## src/rtl/dhfk_pkg.sv

```systemverilog
// Shared types, constants and tables of the DH forward kinematics chain.
package dhfk_pkg;

   localparam int CORDIC_STEPS_DEF = 24;
   localparam int ROT_FRAC_DEF     = 30;

   localparam int DEG_W   = 17;
   localparam int LEN_W   = 25;
   localparam int TWIST_W = 19;
   localparam int ANG_W   = 15;
   localparam int CORD_W  = 34;
   localparam int OP_W    = 32;
   localparam int PROD_W  = 64;
   localparam int PROJ_W  = 26;
   localparam int ROT_W   = 32;
   localparam int POS_W   = 28;
   localparam int QUEUE_DEPTH = 2;

   localparam logic signed [CORD_W-1:0] CORDIC_GAIN = 34'sd652032874;
   localparam logic signed [35:0] RAD_MUL = 36'sd9595049035;

   localparam logic signed [17:0] DEG_FULL    = 18'sd46080;
   localparam logic signed [17:0] DEG_HALF    = 18'sd23040;
   localparam logic signed [17:0] DEG_QUARTER = 18'sd11520;
   localparam logic signed [17:0] DEG_WRAP2   = 18'sd92160;
   localparam logic signed [17:0] DEG_EDGE2   = 18'sd69120;
   localparam logic signed [17:0] DEG_EDGE3   = 18'sd115200;

   localparam logic signed [34:0] PI_Q30      = 35'sd3373259426;
   localparam logic signed [34:0] HALF_PI_Q30 = 35'sd1686629713;
   localparam logic signed [34:0] TWO_PI_Q30  = 35'sd6746518852;

   localparam logic signed [PROD_W-1:0] POS_LIMIT = 64'sd67108864;

   localparam logic signed [CORD_W-1:0] ATAN_HEAD [11] = '{
      34'sd843314857, 34'sd497837829, 34'sd263043837, 34'sd133525159,
      34'sd67021687, 34'sd33543516, 34'sd16775851, 34'sd8388437,
      34'sd4194283, 34'sd2097149, 34'sd1048576
   };

   typedef struct packed {
      logic signed [CORD_W-1:0] theta;
      logic                     neg_cos_theta;
      logic signed [CORD_W-1:0] alpha;
      logic                     neg_cos_alpha;
      logic signed [LEN_W-1:0]  len;
      logic signed [LEN_W-1:0]  off;
      logic                     last;
   } dhfk_job_type;

   function automatic logic signed [CORD_W-1:0] atan_entry(input logic [5:0] idx);
      logic signed [CORD_W-1:0] val;
      if (idx < 6'd11) begin
         val = ATAN_HEAD[idx[3:0]];
      end else if (idx <= 6'd30) begin
         val = 34'sd1 <<< (6'd30 - idx);
      end else begin
         val = '0;
      end
      return val;
   endfunction

endpackage

```

## src/rtl/dhfk_front.sv

```systemverilog
// Front end: accepts joint beats, folds the angles and converts degrees to radians.
module dhfk_front import dhfk_pkg::*; (
   input  logic                      clock,
   input  logic                      reset,
   input  logic                      req_valid,
   output logic                      req_stall,
   input  logic signed [DEG_W-1:0]   req_joint_angle,
   input  logic signed [DEG_W-1:0]   req_angle_offset,
   input  logic signed [LEN_W-1:0]   req_link_length,
   input  logic signed [TWIST_W-1:0] req_link_twist,
   input  logic signed [LEN_W-1:0]   req_link_offset,
   input  logic                      req_last_joint,
   output logic                      job_valid,
   input  logic                      job_ready,
   output dhfk_job_type              job
);

   logic signed [17:0] ang_sum, ang_wrap, ang_fold;
   logic               neg_t;
   logic signed [34:0] tw_full, tw_wrap, tw_fold;
   logic               neg_a;
   logic signed [50:0] rad_full;
   logic               accept, push;

   logic                     vld_ff;
   logic signed [ANG_W-1:0]  ang_ff;
   logic                     negt_ff, nega_ff, last_ff;
   logic signed [CORD_W-1:0] tw_ff;
   logic signed [LEN_W-1:0]  len_ff, off_ff;
   logic                     vld_in;

   always_comb begin
      ang_sum = 18'(req_joint_angle) + 18'(req_angle_offset);
      if (ang_sum >= DEG_EDGE3) begin
         ang_wrap = ang_sum - DEG_WRAP2 - DEG_FULL;
      end else if (ang_sum >= DEG_EDGE2) begin
         ang_wrap = ang_sum - DEG_WRAP2;
      end else if (ang_sum >= DEG_HALF) begin
         ang_wrap = ang_sum - DEG_FULL;
      end else if (ang_sum < -DEG_EDGE3) begin
         ang_wrap = ang_sum + DEG_WRAP2 + DEG_FULL;
      end else if (ang_sum < -DEG_EDGE2) begin
         ang_wrap = ang_sum + DEG_WRAP2;
      end else if (ang_sum < -DEG_HALF) begin
         ang_wrap = ang_sum + DEG_FULL;
      end else begin
         ang_wrap = ang_sum;
      end
      neg_t = 1'b0;
      ang_fold = ang_wrap;
      if (ang_wrap > DEG_QUARTER) begin
         ang_fold = DEG_HALF - ang_wrap;
         neg_t = 1'b1;
      end else if (ang_wrap < -DEG_QUARTER) begin
         ang_fold = -DEG_HALF - ang_wrap;
         neg_t = 1'b1;
      end

      tw_full = 35'(req_link_twist) <<< 14;
      tw_wrap = tw_full;
      if (tw_wrap > PI_Q30) begin
         tw_wrap = tw_wrap - TWO_PI_Q30;
      end
      if (tw_wrap < -PI_Q30) begin
         tw_wrap = tw_wrap + TWO_PI_Q30;
      end
      neg_a = 1'b0;
      tw_fold = tw_wrap;
      if (tw_wrap > HALF_PI_Q30) begin
         tw_fold = PI_Q30 - tw_wrap;
         neg_a = 1'b1;
      end else if (tw_wrap < -HALF_PI_Q30) begin
         tw_fold = -PI_Q30 - tw_wrap;
         neg_a = 1'b1;
      end
   end

   assign push      = vld_ff && job_ready;
   assign req_stall = vld_ff && !job_ready;
   assign accept    = req_valid && !req_stall;
   assign vld_in    = accept ? 1'b1 : (push ? 1'b0 : vld_ff);

   always_ff @(posedge clock) begin
      if (reset) begin
         vld_ff <= 1'b0;
      end else begin
         vld_ff <= vld_in;
      end
      if (accept) begin
         ang_ff  <= ANG_W'(ang_fold);
         negt_ff <= neg_t;
         tw_ff   <= CORD_W'(tw_fold);
         nega_ff <= neg_a;
         len_ff  <= req_link_length;
         off_ff  <= req_link_offset;
         last_ff <= req_last_joint;
      end
   end

   assign rad_full = 51'(ang_ff) * 51'(RAD_MUL) + 51'sd32768;

   always_comb begin
      job.theta         = CORD_W'(rad_full >>> 16);
      job.neg_cos_theta = negt_ff;
      job.alpha         = tw_ff;
      job.neg_cos_alpha = nega_ff;
      job.len           = len_ff;
      job.off           = off_ff;
      job.last          = last_ff;
   end

   assign job_valid = vld_ff;

endmodule

```

## config.mk

```make
export PLATFORM = sky130hd
export DESIGN_NAME = dhfk_front
export DESIGN_NICKNAME = d
export VERILOG_FILES = /design/src/rtl/dhfk_pkg.sv /design/src/rtl/dhfk_front.sv
export SDC_FILE = /design/constraint.sdc
export NUM_CORES = 1
export LEC_CHECK = 0
export BUFFER_PORTS_ARGS = -buffer_cell sky130_fd_sc_hd__clkbuf_2
export CAP_MARGIN = 20
export CORE_ASPECT_RATIO = 0.7
export CORE_MARGIN = 2
export CORE_UTILIZATION = 25
export DETAILED_ROUTE_END_ITERATION = 10
export GPL_TIMING_DRIVEN = 0
export SLEW_MARGIN = 20
export SYNTH_ARGS = -nofsm -noshare
export SYNTH_HDL_FRONTEND = slang
export SYNTH_SLANG_ARGS = --single-unit
```

## constraint.sdc

```tcl
create_clock -name clock -period 8.5 [get_ports clock]
set_clock_uncertainty 0.1 [all_clocks]
set_input_delay 1.7 -clock clock [delete_from_list [all_inputs] [get_ports clock]]
set_output_delay 1.7 -clock clock [all_outputs]
set_load 0.01 [all_outputs]
```

== Word-level counts from Yosys, hierarchy flattened ==
Cells that the tools add are included.

* Add/subtract/negate cells: 14
* Multipliers: 1
* Div/mod/pow operators: 0
* $lt $le $gt $ge: 12
* Equality and inequality tests: 0
* Shift-type cells: 0
* Multiplexer cells: 16
* Bitwise operators: 0
* Reduce and logical (&&, ||, !) cells: 6

{| class="wikitable"
|+ Operators with widths
! kind !! number
|-
| $mux W18 || 6
|-
| $mux W35 || 2
|-
| $mux W34 || 2
|-
| $sub A33 B34 Y34 const A || 2
|-
| $add A50 B17 Y50 const B || 1
|-
| $mul A15 B35 Y50 const B || 1
|-
| $add A18 B17 Y18 const B || 2
|-
| $ge A18 B18 Y1 const B || 2
|-
| $lt A18 B18 Y1 const B || 2
|-
| $sub A18 B17 Y18 const B || 2
|-
| $add A35 B34 Y35 const B || 1
|-
| $gt A35 B32 Y1 const B || 1
|-
| $lt A35 B32 Y1 const B || 1
|-
| $lt A35 B33 Y1 const B || 1
|-
| $sub A33 B34 Y35 const B || 1
|-
| $gt A33 B33 Y1 const B || 1
|-
| $mux W15 || 2
|-
| $sub A15 B15 Y15 const A || 2
|-
| $add A17 B17 Y18 || 1
|-
| $add A18 B18 Y18 const B || 1
|-
| $ge A18 B16 Y1 const B || 1
|-
| $gt A18 B15 Y1 const B || 1
|-
| $lt A18 B15 Y1 const B || 1
|-
| $lt A18 B16 Y1 const B || 1
|-
| 5 further kinds || 11
|}

* Bits in registers: 103
* Latch bits: 0
* Bits in writable memories: 0
* Bits in read-only memories: 0
* Input bits: 108
* Output and inout bits: 123
* Word-level logic and storage cells: 57
* Memories kept: 0

== Logic depth before layout (Yosys ltp) ==
* Depth after elaboration: 11
* Mapped depth: 28

== Least setup slack after synthesis ==
No wires, ideal clock.

* Path type: register to output
* Start: reg ang_ff[4]
* End: out job[120] in the netlist's numbering
* Arrival: 6,166 ps
* Data required time: 6,700 ps
* Slack: 534 ps
* Cell stages (with the launch flop): 22
* Cells stage by stage: edfxtp_1 > fa_1 > fa_1 > fa_1 > fa_1 > inv_1 > fa_1 > fa_1 > inv_1 > ha_1 > a21o_1 > a21o_1 > a21o_1 > a21o_1 > a211oi_1 > o21ai_0 > or3b_2 > a21oi_1 > and3_1 > nor2_1 > o211ai_1 > xnor2_1

{| class="wikitable"
|+ RTL lines
! element !! line !! text
|-
| from (decl) || dhfk_front.sv:26 || <nowiki>logic signed [ANG_W-1:0] ang_ff;</nowiki>
|-
| from (signal assigned) || dhfk_front.sv:90 || <nowiki>ang_ff <= ANG_W'(ang_fold);</nowiki>
|-
| to (decl) || dhfk_front.sv:15 || <nowiki>output dhfk_job_type job</nowiki>
|}

==> key figures <==
STA
  – Tcrit/Tclk final: between 90% and 100%
  – Unrepaired setup endpoints after global routing: yes
  – Worst hold slack: approximately 0.56 ns
  – Crit path time final: around 8.4 ns
  – Hold Violations, Final: 0
  – Slew of the pin with the lowest slew margin: 0.805 ns
  – Setup TNS: 0 ns
  – Max Clk Rate: 118 MHz
  – Fin. max-slew vios: 0
  – Relative slew slack: 46.2%
  – Setup Viol. Count Final: 0

Finish
  – Finished Layout Cells: 3007
  – Share of cells above drive strength 1: a little over a fifth
  – Fin nets: around 2.6k
  – P&R area growth vs syn: 20.3%
  – Final instance area: roughly 0.020 mm^2
  – N_diodes: 0

Die
  – Die H: ~220 um
  – Die width: 315 um
  – # rows: between 70 and 80
  – Initial core utilization: about a quarter
  – Boundary Pins: 231
  – Core ar.: around 0.067 mm^2
  – Die ar.: 0.0700 mm^2

Min path
  – Worst min path class: reg -> reg

Global routing
  – Antenna violations before repair: 0
  – GRT Util Overall: 14.2%
  – Largest net degree at the start of global routing: 26
  – Gr busiest metal: met1
  – First-pass GRT wire length: roughly 80000 um
  – Met3 Track Usage GR: around 3.5%
  – Met1 usage: 21.4%
  – M2 GR Usage: between 20% and 30%
  – Grt ovf: 0
  – Number of global-route vias before repair: between 10k and 15k

Yosys
  – Asr flop ratio synth: 0%
  – Syn Area/Cell: around 9.4 um^2
  – Yosys top cell area share: a little under a fifth
  – FF+latch count, synth: slightly below 100
  – Sequential area share after synthesis: ~17%
  – Post-synth EDFFs: 96
  – Distinct cells, synth: between 100 and 150
  – Synthesized area: about 0.017 mm^2
  – Yosys warns: 0
  – Synth area leaders: fa_1 19%, ha_1 19%, edfxtp_1 17%
  – Syn Inst Count: between 1.5k and 2k
  – Synth area leader: fa_1
  – Syn Nets: 2328
  – Ys flop type: edfxtp_1

Critical path
  – Kind of critical path: reg -> out
  – Worst EP arrival: about 6.7 ns
  – Critical Path Fanout Max: 3
  – Critical Path End Type: output port
  – Worst reg-to-reg setup slack: ~6.6 ns
  – Setup crit start kind: flip-flop
  – Req. time, crit path: between 6 and 7 ns

Placement
  – Area of placed instances: a little under 0.02 mm^2
  – Global placement routability congestion: roughly 0.93
  – Placed insts: between 2k and 3k
  – Count of input and output buffers: around 220
  – DP Wirelength: roughly 40000 um

Clocking
  – Clock root cell: clkbuf_16
  – H-tree level count: 3
  – Clk slew on worst S/H paths: approximately 0.08 ns
  – Total CTS buffers: 9
  – TritonCTS Sinks: between 90 and 100
  – TritonCTS clock tree: built
  – Worst-case clock buffer depth: 2
  – Skew-Pair Late Insertion Delay: about 0.38 ns

Flow run
  – # Max-Cap Violations: 0

Run status
  – Outcome: finished clean

Route
  – WL per Instance: between 15 and 20 um
  – DR vias: about 15k
  – Number of DRC markers in iteration 0: 1375
  – Vias per cell: a little under 5
  – Pre-antenna DRT Iters: 5
  – Antenna-violating nets left: 0
  – DRC: 0
  – Detailed Route WL: between 50000 and 60000 um
==> area by class of cell <==
cell class / instances / area [um^2]
fill: 7061 / 46400
multi-input combinational: 1360 / 13000
sequential: 97 / 2900
timing repair buffer: 290 / 1700
tap: 891 / 1110
inverter: 294 / 1110
buffer: 59 / 312
clock buffer: 9 / 225
clock inverter: 7 / 72.6
==> routing by layer <==
metal / wire, um / up-vias
met1: 24400 / 6999
li1: - / 7029
met2: 21100 / 566
met5: 0 / -
met3: 4280 / 42
met4: 613 / 0
==> critical path, stage by stage (launching register included) <==
cell	delay [ns]
edfxtp_1	0.54
fa_2	0.62
buf_6	0.10
fa_1	0.42
fa_1	0.49
fa_1	0.57
inv_2	0.04
fa_1	0.48
fa_1	0.52
inv_2	0.05
ha_4	0.21
a21o_1	0.16
a21o_1	0.16
a21o_1	0.15
a21o_1	0.17
a211oi_2	0.27
o21ai_2	0.10
or3b_4	0.28
a21oi_4	0.06
and3_4	0.21
a31oi_4	0.20
buf_4	0.14
buf_6	0.09
xnor2_2	0.09
buf_2	0.14
==> path summary, 6_finish.rpt <==
path / from / endpoint / cells after the start
max: ang_ff[4] / job[117] / 24
max reg2reg: job_valid / len_ff[8] / 5
min: job_valid / job_valid / 3
min reg2reg: job_valid / job_valid / 3
==> cells in the mapped netlist (7+ instances only) <==
master and count:
a211o_1 9, a211oi_1 18, a21o_1 33, a21oi_1 70, a22oi_1 7, a31oi_1 17
and2_1 12, and3_1 14, and4_1 7, buf_2 23, buf_4 14, clkbuf_1 19
edfxtp_1 96, fa_1 159, ha_1 251, inv_1 292, mux2i_1 10, nand2_1 88
nand3_1 44, nand4_1 21, nor2_1 86, nor2b_1 14, nor3_1 49, nor4_1 7
o2111ai_1 9, o211ai_1 31, o21a_1 18, o21ai_0 61, o21ai_1 19, o21bai_1 13
o22ai_1 11, o31ai_1 15, or2_2 9, or3_1 10, xnor2_1 77, xor2_1 28
==> registers in the layout, summed over array words and instances (netlist names) <==
name	count
tw_ff	28
len_ff	25
off_ff	25
ang_ff	15
job_valid	1
last_ff	1
nega_ff	1
negt_ff	1
==> cells by family after synthesis <==
| family | Yosys count | share of synthesized area [%] |
|---|---|---|
| flip-flops | 97 | 17.1 |
| XOR/XNOR | 106 | 5.52 |
| multiplexers | 14 | 0.856 |
| AND/OR/NAND/NOR | 396 | 12.0 |
| AO/OA/AOI/OAI | 433 | 18.9 |
| buffers and inverters | 353 | 8.34 |
| other | 1 | 0.0221 |
| adder cells (fa/ha/maj) | 410 | 37.3 |
==> placed cells by master (no fill, tap or decap), types with 10 or more instances in the layout <==
master	instances
a211oi_1	16
a21o_1	33
a21oi_1	62
a31oi_1	16
and2_1	12
and3_1	13
buf_2	31
buf_4	71
clkbuf_1	18
clkbuf_2	217
edfxtp_1	96
fa_1	154
ha_1	233
ha_4	10
inv_1	285
mux2i_1	10
nand2_1	87
nand3_1	44
nand4_1	21
nor2_1	84
nor2b_1	12
nor3_1	48
o211ai_1	31
o21a_1	18
o21ai_0	57
o21ai_1	22
o21bai_1	13
o22ai_1	11
o31ai_1	15
or3_1	10
xnor2_1	75
xor2_1	28
==> metrics by stage <==
step	utilization (%)	setup slack [ns]
finish	30.5	0.0509
global route	30.5	-0.202
CTS	30.0	0.00263
detailed placement	28.9	-0.803
global placement	28.7	-0.811
floorplan	-	0.534
==> what timing repair did <==
item | CTS | global route
pin swaps | 13 | 39
buffers inserted | 39 | 23
hold buffers | 0 | 0
endpoints found under the setup margin | 25 | 40
gates resized for setup | 34 | 52
Power is left out: the tool's default activity adds up to more than one toggle a clock period on the data nets, which glitch-free logic cannot reach.
