`src/rtl/dhfk_pkg.sv`:
```
// Shared types, constants and tables of the DH forward kinematics chain.
package dhfk_pkg;

   localparam int CORDIC_STEPS_DEF = 24;
   localparam int ROT_FRAC_DEF     = 30;

   localparam int DEG_W   = 17;
   localparam int LEN_W   = 25;
   localparam int TWIST_W = 19;
   localparam int ANG_W   = 15;
   localparam int CORD_W  = 34;
   localparam int OP_W    = 32;
   localparam int PROD_W  = 64;
   localparam int PROJ_W  = 26;
   localparam int ROT_W   = 32;
   localparam int POS_W   = 28;
   localparam int QUEUE_DEPTH = 2;

   localparam logic signed [CORD_W-1:0] CORDIC_GAIN = 34'sd652032874;
   localparam logic signed [35:0] RAD_MUL = 36'sd9595049035;

   localparam logic signed [17:0] DEG_FULL    = 18'sd46080;
   localparam logic signed [17:0] DEG_HALF    = 18'sd23040;
   localparam logic signed [17:0] DEG_QUARTER = 18'sd11520;
   localparam logic signed [17:0] DEG_WRAP2   = 18'sd92160;
   localparam logic signed [17:0] DEG_EDGE2   = 18'sd69120;
   localparam logic signed [17:0] DEG_EDGE3   = 18'sd115200;

   localparam logic signed [34:0] PI_Q30      = 35'sd3373259426;
   localparam logic signed [34:0] HALF_PI_Q30 = 35'sd1686629713;
   localparam logic signed [34:0] TWO_PI_Q30  = 35'sd6746518852;

   localparam logic signed [PROD_W-1:0] POS_LIMIT = 64'sd67108864;

   localparam logic signed [CORD_W-1:0] ATAN_HEAD [11] = '{
      34'sd843314857, 34'sd497837829, 34'sd263043837, 34'sd133525159,
      34'sd67021687, 34'sd33543516, 34'sd16775851, 34'sd8388437,
      34'sd4194283, 34'sd2097149, 34'sd1048576
   };

   typedef struct packed {
      logic signed [CORD_W-1:0] theta;
      logic                     neg_cos_theta;
      logic signed [CORD_W-1:0] alpha;
      logic                     neg_cos_alpha;
      logic signed [LEN_W-1:0]  len;
      logic signed [LEN_W-1:0]  off;
      logic                     last;
   } dhfk_job_type;

   function automatic logic signed [CORD_W-1:0] atan_entry(input logic [5:0] idx);
      logic signed [CORD_W-1:0] val;
      if (idx < 6'd11) begin
         val = ATAN_HEAD[idx[3:0]];
      end else if (idx <= 6'd30) begin
         val = 34'sd1 <<< (6'd30 - idx);
      end else begin
         val = '0;
      end
      return val;
   endfunction

endpackage

```
`src/rtl/dhfk_queue.sv`:
```
// Two-entry job queue between the front end and the transform engine.
module dhfk_queue import dhfk_pkg::*; (
   input  logic         clock,
   input  logic         reset,
   input  logic         push_valid,
   output logic         push_ready,
   input  dhfk_job_type push_job,
   output logic         pop_valid,
   input  logic         pop_take,
   output dhfk_job_type pop_job
);

   dhfk_job_type mem_ff [QUEUE_DEPTH];
   logic         wr_ptr_ff, rd_ptr_ff;
   logic [1:0]   cnt_ff;
   logic         push, pop;

   assign push_ready = (cnt_ff != 2'(QUEUE_DEPTH));
   assign pop_valid  = (cnt_ff != 2'd0);
   assign push       = push_valid && push_ready;
   assign pop        = pop_take && pop_valid;
   assign pop_job    = mem_ff[rd_ptr_ff];

   always_ff @(posedge clock) begin
      if (reset) begin
         wr_ptr_ff <= 1'b0;
         rd_ptr_ff <= 1'b0;
         cnt_ff    <= 2'd0;
      end else begin
         if (push) begin
            wr_ptr_ff <= !wr_ptr_ff;
         end
         if (pop) begin
            rd_ptr_ff <= !rd_ptr_ff;
         end
         if (push && !pop) begin
            cnt_ff <= cnt_ff + 2'd1;
         end else if (pop && !push) begin
            cnt_ff <= cnt_ff - 2'd1;
         end
      end
      if (push) begin
         mem_ff[wr_ptr_ff] <= push_job;
      end
   end

   a_cnt_bound: assert property (@(posedge clock) disable iff (reset)
      cnt_ff <= 2'(QUEUE_DEPTH))
      else $error("Queue count exceeds its depth.");

   a_ptr_track: assert property (@(posedge clock) disable iff (reset)
      (cnt_ff == 2'd0 || cnt_ff == 2'(QUEUE_DEPTH)) |-> (wr_ptr_ff == rd_ptr_ff))
      else $error("Queue pointers disagree with the count.");

endmodule

```
`config.mk`:
```
export PLATFORM = sky130hd
export DESIGN_NAME = dhfk_queue
export DESIGN_NICKNAME = d
export VERILOG_FILES = /design/src/rtl/dhfk_pkg.sv /design/src/rtl/dhfk_queue.sv
export SDC_FILE = /design/constraint.sdc
export NUM_CORES = 1
export LEC_CHECK = 0
export ABC_AREA = 0
export BUFFER_PORTS_ARGS = -buffer_cell sky130_fd_sc_hd__buf_2
export CAP_MARGIN = 40
export CORE_UTILIZATION = 52
export CTS_CLUSTER_SIZE = 10
export DETAILED_ROUTE_END_ITERATION = 7
export GPL_TIMING_DRIVEN = 0
export PLACE_DENSITY = 0.86
export SYNTH_ARGS = -nofsm -noshare
export SYNTH_HDL_FRONTEND = slang
export SYNTH_SLANG_ARGS = --single-unit
```
`constraint.sdc`:
```
create_clock -name clock -period 4.6 [get_ports clock]
set_input_delay 0.23 -clock clock [delete_from_list [all_inputs] [get_ports clock]]
set_output_delay 0.23 -clock clock [all_outputs]
set_load 0.02 [all_outputs]
```
* Word level (Yosys, flattened, before mapping)
Memory sizes are Yosys's and may differ from the RTL's. A register that Yosys moved wholly into a read port is not among the register bits.
Index checks and enable logic that the tools add are counted.
Widths: inputs -> output; s select.
** Word-level totals
- Bits in registers :: 4
- Memory bits (writable) :: 242
- Bits of input ports :: 125
- Logic and storage cells :: 23
- Memories :: 1
** Memory list
- mem_ff :: depth 2, width 121, rd ports 1, clocked after memory_dff 1, write ports 1, RTL line dhfk_queue.sv:13 : dhfk_job_type mem_ff [QUEUE_DEPTH];
** Operators by class
- Add/subtract/negate cells :: 2
- Equal/unequal tests :: 1
- Mux-type cells :: 6
- Reductions and logical operators :: 10
** Operators by type and width (number)
- $logic_and 1x1->1 :: 4
- $logic_not 1->1 :: 4
- $mux 1 :: 4
- $mux 2 :: 2
- $reduce_bool 2->1 :: 2
- $add 2x1->2 const B :: 1
- $ne 2x2->1 const B :: 1
- $sub 2x1->2 const B :: 1

* Logic depth before layout (Yosys ltp)
Gate-level depths: netlist of run 1.
- Word-level depth :: 6
- Mapped depth :: 6
- Gate-level depth less buffers :: 6

* Worst setup path before layout of run 1
No wires, ideal clock.
- Kind :: reg2reg
- Start point :: register cnt_ff[0]
- End point :: memory mem_ff[1][0] in the netlist's numbering, enable pin
- Setup time :: 495 ps
- Arrival time :: 3564 ps
- Path slack :: 541 ps
- Stages on the path, launching flop included :: 3
- Buffers on the path :: 0
- Period minus slack after synthesis :: 4059 ps
- Path through :: dfxtp_1 -> nand2b_1 -> and3_1
** On the way
- Cells in the longest elaborated chain, start to end :: 4
** Ends and longest elaborated chain
- start: declaration :: RTL line dhfk_queue.sv:15 : logic [1:0] cnt_ff;
- start signal: assignment :: RTL line dhfk_queue.sv:37 : cnt_ff <= cnt_ff + 2'd1;
- start signal: assignment :: RTL line dhfk_queue.sv:39 : cnt_ff <= cnt_ff - 2'd1;
- $ne 2x2->1 :: RTL line dhfk_queue.sv:18 : assign push_ready = (cnt_ff != 2'(QUEUE_DEPTH));
- named net push_ready :: RTL line dhfk_queue.sv:6 : output logic push_ready,
- $logic_and 1x1->1 :: RTL line dhfk_queue.sv:20 : assign push = push_valid && push_ready;
- $mux 1 :: RTL line dhfk_queue.sv:42 : if (push) begin
- $mux 1 (implied by the code) :: RTL line dhfk_queue.sv:43 : mem_ff[wr_ptr_ff] <= push_job;
- end: declaration :: RTL line dhfk_queue.sv:13
The timed path passes the listed nets, and every way through them passes these cells.

* Final worst setup path of run 1
- Start point :: register cnt_ff[0]
- End point :: memory mem_ff[1][107] in the netlist's numbering, enable pin
** On the way
- Cells in the longest elaborated chain, start to end :: 4
** Ends and longest elaborated chain (RTL line)
- $ne 2x2->1 :: dhfk_queue.sv:18
- $logic_and 1x1->1 :: dhfk_queue.sv:20
- $mux 1 :: dhfk_queue.sv:42
- $mux 1 (implied by the code) :: dhfk_queue.sv:43
No other way between the ends.

==> results of run 1 <==
## critical path: stages, from the launching register on
cell	delay, ns
dfxtp_1	0.43
nand2b_1	0.25
and3_4	0.80
buf_16	0.36
## stage by stage
stage / instances / TNS [ns] / instance area, um2 / hold WS [ns]
final: 1024 / 0 / 12510 / 0.08495
after global routing: 1024 / 0 / 12510 / 0.09771
after CTS: 1023 / 0 / 12510 / 0.05608
after detailed placement: 869 / 0 / 10550 / 0.4208
after global placement: 867 / -56.81 / 10490 / 0.4168
after floorplan: 400 / 0 / 8976 / 0.2991
## how the worst max path moves through the flow
stage,from,slack [ns],depth (start not counted),endpoint
after CTS,cnt_ff[0],2.36,3,mem_ff[1][111]
after detailed placement,cnt_ff[0],2.38,3,mem_ff[1][109]
final,cnt_ff[0],2.32,3,mem_ff[1][107]
after floorplan,cnt_ff[0],0.54,2,mem_ff[1][0]
after global routing,cnt_ff[0],2.22,3,mem_ff[1][80]
after global placement,cnt_ff[0],-0.48,2,mem_ff[1][106]
## state kept, by name (all words and copies together) (netlist names), named ones only
register and count:
rd_ptr_ff 1, cnt_ff 2, mem_ff 242, wr_ptr_ff 1
## cell usage in the layout (no fill, tap or decap), drive strengths merged
cell type    instances
xor2                 3
diode                1
nand2b               1
or2                  1
ha                   1
clkbuf              32
or3                  1
o21ai                2
and2                 1
a21oi                2
mux2               121
inv                  1
and3                 1
nand3b               1
edfxtp             242
a21bo                1
dlygate4sd3        122
dfxtp                5
buf                262
nor2                 3
## layer usage
layer | part of all wire, % | GRT usage, % | up-vias | wire, um
met5 | 0 | 0 | - | 0
met4 | 2.0 | 6.629 | 0 | 411
met3 | 6.2 | 4.528 | 41 | 1269
met2 | 56 | 44.16 | 245 | 11330
met1 | 36 | 25.23 | 2580 | 7383
li1 | - | - | 2381 | -
## cell families after synthesis
group	after synthesis	share of synthesized area [%]
DFF	247	82.07
muxes	121	15.18
buffers and inverters	14	1.422
and+or+nand+nor	9	0.5578
AOI/OAI and AO/OA	5	0.3346
xor gates and xnor gates	3	0.2928
adders and majority gates	1	0.1394
## power by group through the flow
stage / logic [mW] / registers [mW] / clock network, mW
after floorplan: 1.21 / 2.93 / 0
after global placement: 1.71 / 2.96 / 0
after detailed placement: 1.77 / 2.93 / 0
after CTS: 1.87 / 2.89 / 1.88
after global routing: 1.99 / 2.92 / 1.97
final: 1.89 / 2.90 / 1.86
## cell type report
cell class                 count  share of cell area (%)
tap                          220                   2.200
inverter                       1                 0.06999
sequential                   247                   58.87
multi-input combinational    139                   11.88
antenna                        1                 0.02000
clock buffer                  32                   5.889
buffer                        13                  0.9899
timing repair buffer         371                   20.08
## timing repair
item	4_1_cts	5_1_grt
hold endpoints to repair	247	0
hold buffers	122	0
setup buffers	0	0
==> reports/results.env, run 1 <==
NUMBER_OF_ANTENNA_VIOLATIONS_AT_THE_FIRST_CHECK_IN_GLOBAL_ROUTING=1
SYNTH.DISTINCT_CELLS=19
HTREE_LEVELS=1
RSZ_0062_RAISED_AFTER_GLOBAL_ROUTING='no'
REG2REG_FROM='cnt_ff[0]'
ROUTEDWLPERCELL_UM=19.92
POSTSYNTHAREAPERCELL_UM2=22.44
DETAILROUTE.VIA_COUNT=5247
INITIAL_CORE_UTIL_PCT=53.75
YOSYS_WARNINGS=0
FINAL_CORE_UTILIZATION_PCT=74.93
GLOBAL_ROUTE.USAGE.TOTAL_PCT=22.89
LEAKAGE_nW=4.741
ASYNC_FLOP_SHARE_PCT=0
DIE_W_UM=133.4
DRT-VIAS-PER-INSTANCE=5.124
START_KIND='register'
ROUTED_WIRELENGTH_UM=20400
DIEHEIGHT_UM=133.4
TIMING.HOLD.WORST.START='push_valid'
CORE_UM2=16700
AREA_GROWTH_PCT=39.41
CTS_ROOT_BUFFER='clkbuf_16'
TIMING.FINAL.MAX_SLEW_VIOLATIONS=0
LEAST_MARGIN_PIN_SLEW_NS=0.8857
POWER_FRAC_SEQ_PCT=43.6
POST_ROUTE_ANTENNA_NET_VIOLATION_COUNT=0
WORST_SLACK_NS=2.324
SYNTH_TOP_CELL_BY_AREA='edfxtp_1'
CTS.PATH.MAX_BUFFERS=3
FILLCELLCOUNT=922
GRT_PASS1_WL_UM=30950
DRIVE_GT1_SHARE_PCT=51.81
POST-PLACE-WS_NS=2.382
DRV_CAP=0
POWER.DENSITY_CELL_AREA_nW_PER_UM2=531.6
PATH_CLASS='register to register'
LAYOUT.AREA.SEQ_UM2=7367
FIN_WORST_SKEW_NS=0.01374
TIMING.CRITICAL_PATH.REQUIRED_NS=4.77
REMAINING_DRC_ERRORS=0
MIN_TO='wr_ptr_ff'
IR_WORST_VDD_mV=0.4766
PLACEMENTROWS=47
STATUS='complete, no violations'
R2R_PATH_END='mem_ff[1][107]'
PWR-SHARE-COMB_PCT=28.4
POWER.NET_SWITCHING_mW=1.947
FINAL_PERIOD_MINUS_WORST_SETUP_SLACK_NS=2.276
NETLIST_INSTANCES=400
NUMCLOCKSINKS=247
CTS_RESIZED=0
WORST-R2R-CELL-COUNT=3
MAPPEDNETLISTAREA_UM2=8976
SYNTH_COMMON_CELLS='edfxtp_1, mux2_2, buf_6'
SLEW_HEADROOM_PCT=40.95
CTS.CLK_SLEW.WORST_PATHS_NS=0.06
DESIGN.PORTCOUNT=248
FP.DIEAREA_UM2=17790
MIN_DELAY_PATH_DEPTH=3
VIAS_IN_THE_FIRST_GLOBAL_ROUTE=5817
INITIAL_DETAILED_ROUTING_VIOLATION_COUNT=276
MAX_CLOCK_FREQ_MHz=439.3
SYNTHMOSTINSTANTIATEDCELL='edfxtp_1'
WORST_SKEW_PAIR.LATE_LATENCY_NS=0.52
SYN_NETS=526
SYNTH_EDF_COUNT=242
CRIT_PATH_MAX_FANOUT=63
TIMING.FINAL.CRIT_SHARE_PCT=49.49
SEQ_AREA_FRAC_SYNTH_PCT=82.07
SYNTH_AREA_LEADERS='edfxtp_1, mux2_2, buf_6'
DRT-PASS1-ITER-COUNT=4
REPORT.POWER.TOTAL_mW=6.652
REG2REG_SETUP_SLACK_NS=2.32
PLACE.PORT_BUFFERS=247
P_INT_mW=4.705
HOLD_PATH.CLASS='input pin to register'
GLOBALROUTE.TOTALOVERFLOW=0
ROUTABILITYCONGESTION=0.7484
TRITONCTS='built'
SYNTH.TOP_CELL.AREA_SHARE_PCT=80.96
TIMING_HOLD_VIOLATIONS_FINAL=0
CLOCKPOWERSHARE_PCT=28.0
WORSTPATHARRIVAL_NS=2.45
SYNTH_FF_TYPE='edfxtp_1'
CTS_MADE_BUFFERS=28
MAXIMUM_NUMBER_OF_PINS_ON_ONE_NET_BEFORE_GLOBAL_ROUTE_REPAIR=64
SYNTH_SEQ_CELLS=247
MULTI_INPUT_COMB_AREA_UM2=1486
CRITPATHCAPTURETYPE='register'
SETUP-VIOLATIONS-FINAL=0
POWER.SHARE.SWITCHING_PCT=29.27
NETS_FINAL=927
POST-DP-HPWL_UM=11280
No activity file was read; power rests on OpenSTA's default activity.
==> inputs of run 2 (changes only) <==
ABC_AREA = 1   (was 0)
clock period = 2.1 ns   (was 4.6 ns; I/O delays follow)
==> reports/results.env, run 2 <==
SYNTHMOSTINSTANTIATEDCELL='edfxtp_1'
SYNTH_TOP_CELL_BY_AREA='edfxtp_1'
TIMING.HOLD.WORST.START='push_job[120]'
DETAILROUTE.WIRELENGTH.MET3_UM=1505
REG2REG_FROM='cnt_ff[0]'
LARGEST_REG_FLOPS=242
FINAL_PERIOD_MINUS_WORST_SETUP_SLACK_NS=2.006
ROUTEDWLPERCELL_UM=19.79
DIE_W_UM=133.5
DRT-VIAS-PER-INSTANCE=5.110
FIN_WORST_SKEW_NS=0.02005
CRITPATHCAPTURETYPE='primary output'
PLACE.DETAILED.INSTANCES=890
POST-PLACE-WS_NS=0.3013
CTS.CLK_SLEW.WORST_PATHS_NS=0.06
PLACE.PORT_BUFFERS=247
REMAINING_DRC_ERRORS=0
TOP_LAYER_USED='met4'
RSZ_0062_RAISED_AFTER_GLOBAL_ROUTING='no'
PLACEMENTROWS=47
STATUS='complete, no violations'
INITIAL_CORE_UTIL_PCT=53.65
SEQ_AREA_FRAC_SYNTH_PCT=81.93
SLEW_HEADROOM_PCT=64.11
SYNTH_AREA_LEADERS='edfxtp_1, mux2_2, buf_6'
POSTSYNTHAREAPERCELL_UM2=21.77
DETAIL_ROUTE.WIRELENGTH.MET1_UM=7566
ROUTE.MET2.WL_UM=11170
ROUTABILITYCONGESTION=0.7524
GLOBAL_ROUTE.USAGE.TOTAL_PCT=23.34
SYNTH.TOP_CELL.AREA_SHARE_PCT=80.81
CTS_MADE_BUFFERS=28
ROUTED_WIRELENGTH_UM=20890
DIEHEIGHT_UM=133.5
GLOBALROUTE.TOTALOVERFLOW=0
TIMING.CRITICAL_PATH.REQUIRED_NS=2.00
CTS_POST_SETUP_BUFFERS_INSERTED=0
STDCELL_COUNT=1056
MAXIMUM_NUMBER_OF_PINS_ON_ONE_NET_BEFORE_GLOBAL_ROUTE_REPAIR=32
IR_WORST_VDD_mV=0.8933
POST_ROUTE_ANTENNA_NET_VIOLATION_COUNT=0
CTS.PATH.MAX_BUFFERS=3
HOLD_PATH.CLASS='input pin to register'
ASYNC_FLOP_SHARE_PCT=0
REPORT.POWER.TOTAL_mW=14.69
WORST_SLACK_NS=0.09397
CRIT_PATH_MAX_FANOUT=10
TOP_REGISTER='mem_ff'
POWER.DENSITY_CELL_AREA_nW_PER_UM2=1148
LAYOUT.CELLS.MOST_COMMON_LIST='buf_2, edfxtp_1, dlygate4sd3_1'
LAYOUT.AREA.SEQ_UM2=7368
SYNTH_COMMON_CELLS='edfxtp_1, mux2_2, buf_6, nand2_1, inv_1'
WORSTPATHARRIVAL_NS=1.90
DRT-PASS1-ITER-COUNT=4
WORST_SKEW_PAIR.LATE_LATENCY_NS=0.52
SYNTH_EDF_COUNT=242
PLACEMENT.CELL_AREA_UM2=10780
TIMING.FINAL.MAX_SLEW_VIOLATIONS=0
MULTI_INPUT_COMB_AREA_UM2=1501
DRIVE_GT1_SHARE_PCT=51.14
SYNTH_FF_TYPE='edfxtp_1'
NETS_FINAL=950
TIMING_HOLD_VIOLATIONS_FINAL=0
YOSYS_WARNINGS=0
HTREE_LEVELS=1
SYN_NETS=539
LEAST_MARGIN_PIN_SLEW_NS=0.5371
NUMBER_OF_ANTENNA_VIOLATIONS_AT_THE_FIRST_CHECK_IN_GLOBAL_ROUTING=1
TIMING.FINAL.CRIT_SHARE_PCT=95.53
CTS_ROOT_BUFFER='clkbuf_16'
TIMING.SETUP.TNS_NS=0
FP.DIEAREA_UM2=17820
POST-ROUTE-CELL-AREA_UM2=12800
INITIAL_DETAILED_ROUTING_VIOLATION_COUNT=299
LAYOUT_TOP_REGISTERS='mem_ff x242, cnt_ff x2'
LEAKAGE_nW=4.883
SYNTH.DISTINCT_CELLS=14
MOSTFREQUENTLAYOUTCELL='buf_2'
AREA_GROWTH_PCT=42.30
VIAS_IN_THE_FIRST_GLOBAL_ROUTE=5918
SETUP-VIOLATIONS-FINAL=0
DRV_CAP=0
MAPPEDNETLISTAREA_UM2=8992
POSTCTSHOLDBUFS=124
SYNTH_SEQ_CELLS=247
PATH_CLASS='register to primary output'
NETLIST_INSTANCES=413
START_KIND='register'
DETAILROUTE.VIA_COUNT=5396
FILLCELLCOUNT=898
CTS_RESIZED=0
DESIGN.PORTCOUNT=248
GRT_PASS1_WL_UM=31340
MAX_CLOCK_FREQ_MHz=498.5
TRITONCTS='built'
CORE_UM2=16760
NUMCLOCKSINKS=247
POST-DP-HPWL_UM=11800
[run 2: changes by cell type in the layout (fill, tap and decap cells not counted), sizes merged, moves of 2 or more]
cell and delta:
inv +7, nor2 +4, xor2 -3, nand3 +2
buf +8, clkbuf +8, nand2 +9, dlygate4sd3 +2
[run 2: metrics by stage]
stage / util, % / hold WS, ns
CTS: 76.33 / 0.2779
global route: 76.35 / 0.2952
global placement: 62.86 / 0.2917
finish: 76.35 / 0.3134
detailed placement: 64.32 / 0.2960
floorplan: - / 0.2039
[run 2: critical path: stages, from the launching register on]
cell and delay (ns):
dfxtp_1 0.37, buf_4 0.28, buf_6 0.20, mux2_2 0.36, buf_2 0.16
[run 2: logic make-up after synthesis]
group / Yosys count / synth area share [%]
adders and majority gates: 1 / 0.1391
and+or+nand+nor: 19 / 0.8488
muxes: 121 / 15.15
DFF: 247 / 81.93
buffers and inverters: 21 / 1.711
AOI/OAI and AO/OA: 4 / 0.2226
[run 2: report_power, final]
group / internal, mW / switching (mW) / total (mW)
combinational: 1.70 / 2.36 / 4.06
sequential: 6.23 / 0.188 / 6.42
clock: 2.48 / 1.73 / 4.21
total: 10.4 / 4.27 / 14.7
[run 2: final timing paths]
check	cells past startpoint	slack, ns	to
max	4	0.09	pop_job[57]
min reg2reg	2	0.56	wr_ptr_ff
max reg2reg	6	0.27	mem_ff[0][39]
min	2	0.31	mem_ff[0][120]
[run 2: layer usage]
metal  vias up  GRT usage [%]
li1       2442              -
met5         -              0
met2       276          43.66
met1      2624          25.65
met4         0          8.207
met3        54          5.670
[run 2: final cells by class]
| class | count | share of cell area (%) |
|---|---|---|
| multi-input cells | 145 | 11.73 |
| well taps | 220 | 2.151 |
| plain buffers | 13 | 0.9680 |
| diodes | 1 | 0.01956 |
| repair buffers | 381 | 21.28 |
| clock buffers | 40 | 5.994 |
| flip-flops and latches | 247 | 57.58 |
| clock inverters | 1 | 0.03911 |
| inverters | 8 | 0.2347 |
==> inputs of run 3 (changes only) <==
ABC_AREA = unset   (was 1)
==> reports/results.env, run 3 (synthesized netlist as in run 1, its figures left out) <==
STATUS='complete, no violations'
TIMING.CRITICAL_PATH.REQUIRED_NS=2.36
TIMING_HOLD_VIOLATIONS_FINAL=0
SLEW_HEADROOM_PCT=54.28
REMAINING_DRC_ERRORS=0
WORST_SLACK_NS=0.1239
INITIAL_DETAILED_ROUTING_VIOLATION_COUNT=313
MIN_DELAY_PATH_DEPTH=4
REG2REG_SETUP_SLACK_NS=0.12
WORST_SKEW_PAIR.LATE_LATENCY_NS=0.52
CORE_UM2=16700
NETS_FINAL=931
NUMCLOCKSINKS=247
FINAL_CORE_UTILIZATION_PCT=75.48
TRITONCTS='built'
MAXIMUM_NUMBER_OF_PINS_ON_ONE_NET_BEFORE_GLOBAL_ROUTE_REPAIR=66
DRV_CAP=0
RSZ_0062_RAISED_AFTER_GLOBAL_ROUTING='no'
PLACE.DETAILED.INSTANCES=871
WORST-R2R-CELL-COUNT=5
DRT-PASS1-ITER-COUNT=4
R2R_PATH_END='mem_ff[0][64]'
POST_ROUTE_ANTENNA_NET_VIOLATION_COUNT=0
ROUTED_WIRELENGTH_UM=20180
MAX_CLOCK_FREQ_MHz=506.0
ROUTEDWLPERCELL_UM=19.48
DIEHEIGHT_UM=133.4
GLOBAL_ROUTE.USAGE.TOTAL_PCT=22.58
CRIT_PATH_MAX_FANOUT=34
HTREE_LEVELS=1
HOLD-WORST-SLACK_NS=0.05725
DETAILROUTE.VIA_COUNT=5251
POWER.NET_SWITCHING_mW=4.326
CRITPATHCAPTURETYPE='register'
DRIVE_GT1_SHARE_PCT=51.78
CTS_POST_SETUP_BUFFERS_INSERTED=0
PWR-SHARE-COMB_PCT=28.5
POWER_FRAC_SEQ_PCT=43.1
TOP_REGISTER='mem_ff'
LAYOUT.CELLS.MOST_COMMON_LIST='buf_2, edfxtp_1, dlygate4sd3_1'
FIN_WORST_SKEW_NS=0.01657
GLOBALROUTE.TOTALOVERFLOW=0
CRIT_CHAIN='nand2b_4 > nand3b_1 > clkinvlp_4 > buf_12 > buf_12'
TIMING.FINAL.MAX_SLEW_VIOLATIONS=0
ROUTABILITYCONGESTION=0.7428
NUMBER_OF_ANTENNA_VIOLATIONS_AT_THE_FIRST_CHECK_IN_GLOBAL_ROUTING=1
START_KIND='register'
POWER.DENSITY_CELL_AREA_nW_PER_UM2=1169
IR_WORST_VDD_mV=0.9239
MOSTFREQUENTLAYOUTCELL='buf_2'
POST-DP-HPWL_UM=11360
PATH_CLASS='register to register'
LEAST_MARGIN_PIN_SLEW_NS=0.6857
SETUP-VIOLATIONS-FINAL=0
INITIAL_CORE_UTIL_PCT=53.75
DRT-VIAS-PER-INSTANCE=5.069
HOLD_PATH.CLASS='input pin to register'
CPMOSTUSEDCELL='buf_12'
LAYOUT_TOP_REGISTERS='mem_ff x242, cnt_ff x2'
GRT_PASS1_WL_UM=30690
TIMING.HOLD.WORST.START='pop_take'
VIAS_IN_THE_FIRST_GLOBAL_ROUTE=5822
PLACEMENTROWS=47
FILLCELLCOUNT=902
FP.DIEAREA_UM2=17790
CTS.PATH.MAX_BUFFERS=3
TIMING.CRITICAL_PATH.SLOWEST_STAGE_CELL='clkinvlp_4'
CTS_MADE_BUFFERS=28
AREA_GROWTH_PCT=40.44
STDCELL_COUNT=1036
POWER.SHARE.SWITCHING_PCT=29.36
WORSTPATHARRIVAL_NS=2.24
CTS_ROOT_BUFFER='clkbuf_16'
DIE_W_UM=133.4
P_INT_mW=10.41
POST-PLACE-WS_NS=0.06994
DESIGN.PORTCOUNT=248
CLOCKPOWERSHARE_PCT=28.4
FINAL_PERIOD_MINUS_WORST_SETUP_SLACK_NS=1.976
PLACE.PORT_BUFFERS=247
CRITPATHMAXSTAGEDELAY_NS=0.45
REG2REG_FROM='cnt_ff[0]'
LARGEST_REG_FLOPS=242
LEAKAGE_nW=4.774
CTS.CLK_SLEW.WORST_PATHS_NS=0.05
TIMING.FINAL.CRIT_SHARE_PCT=94.10
run 3: cell count changes in the layout (fill, tap and decap cells not counted), sizes merged, moves of 2 or more:
cell   before  now
xor2        0    3
inv         8    0
nor2        7    3
buf       270  264
nand3       2    0
and3        0    2
nand2       9    0
run 3: critical path: cells and delay by family, from the launching register on:
kind / cells / cell delay (ns)
buf+inv: 3 / 0.99
flops: 1 / 0.35
simple gates: 2 / 0.35
run 3: power groups by stage:
stage	Clock (mW)	Sequential, mW	Combinational [mW]
floorplan	0	6.40	2.67
global placement	0	6.44	3.76
detailed placement	0	6.42	3.94
CTS	4.23	6.32	4.15
global route	4.43	6.39	4.43
finish	4.19	6.34	4.20
run 3: how the worst max path moves through the flow:
stage,from,to,slack (ns),cells after the start
2_1_floorplan,cnt_ff[0],mem_ff[0][0],-0.74,3
3_3_place_gp,cnt_ff[0],mem_ff[0][53],-1.51,3
3_5_place_dp,cnt_ff[0],mem_ff[1][52],0.07,3
4_1_cts,register,pop_job[29],0.04,4
5_1_grt,cnt_ff[0],mem_ff[0][4],0.04,5
6_report,cnt_ff[0],mem_ff[0][64],0.12,5
run 3: what timing repair did:
action,CTS,global route
endpoints found under the setup margin,0,69
resized for setup,0,2
endpoints found under the hold margin,247,0
hold buffers,123,0
run 3: per-layer routing:
layer / part of all wire, % / GRT usage [%] / routed length [um]
met1: 38 / 25.49 / 7577
met2: 53 / 41.49 / 10780
met3: 6.0 / 5.441 / 1210
met4: 3.1 / 7.955 / 621
met5: 0 / 0 / 0
run 3: area by class of cell:
class	count	area [um2]	area share (%)
well taps	220	275.3	2.184
plain buffers	13	127.6	1.012
repair buffers	374	2555	20.27
inverters	1	7.507	0.05955
diodes	1	2.502	0.01985
clock buffers	40	767.0	6.084
flip-flops and latches	247	7370	58.46
multi-input cells	140	1501	11.91
run 3: stage by stage:
step / power, mW / cell area, um2 / TNS (ns)
5_1_grt: 15.25 / 12610 / 0
3_5_place_dp: 10.35 / 10590 / 0
3_3_place_gp: 10.20 / 10500 / -296.05
6_report: 14.73 / 12610 / 0
4_1_cts: 14.70 / 12590 / 0
2_1_floorplan: 9.068 / 8990 / -138.46
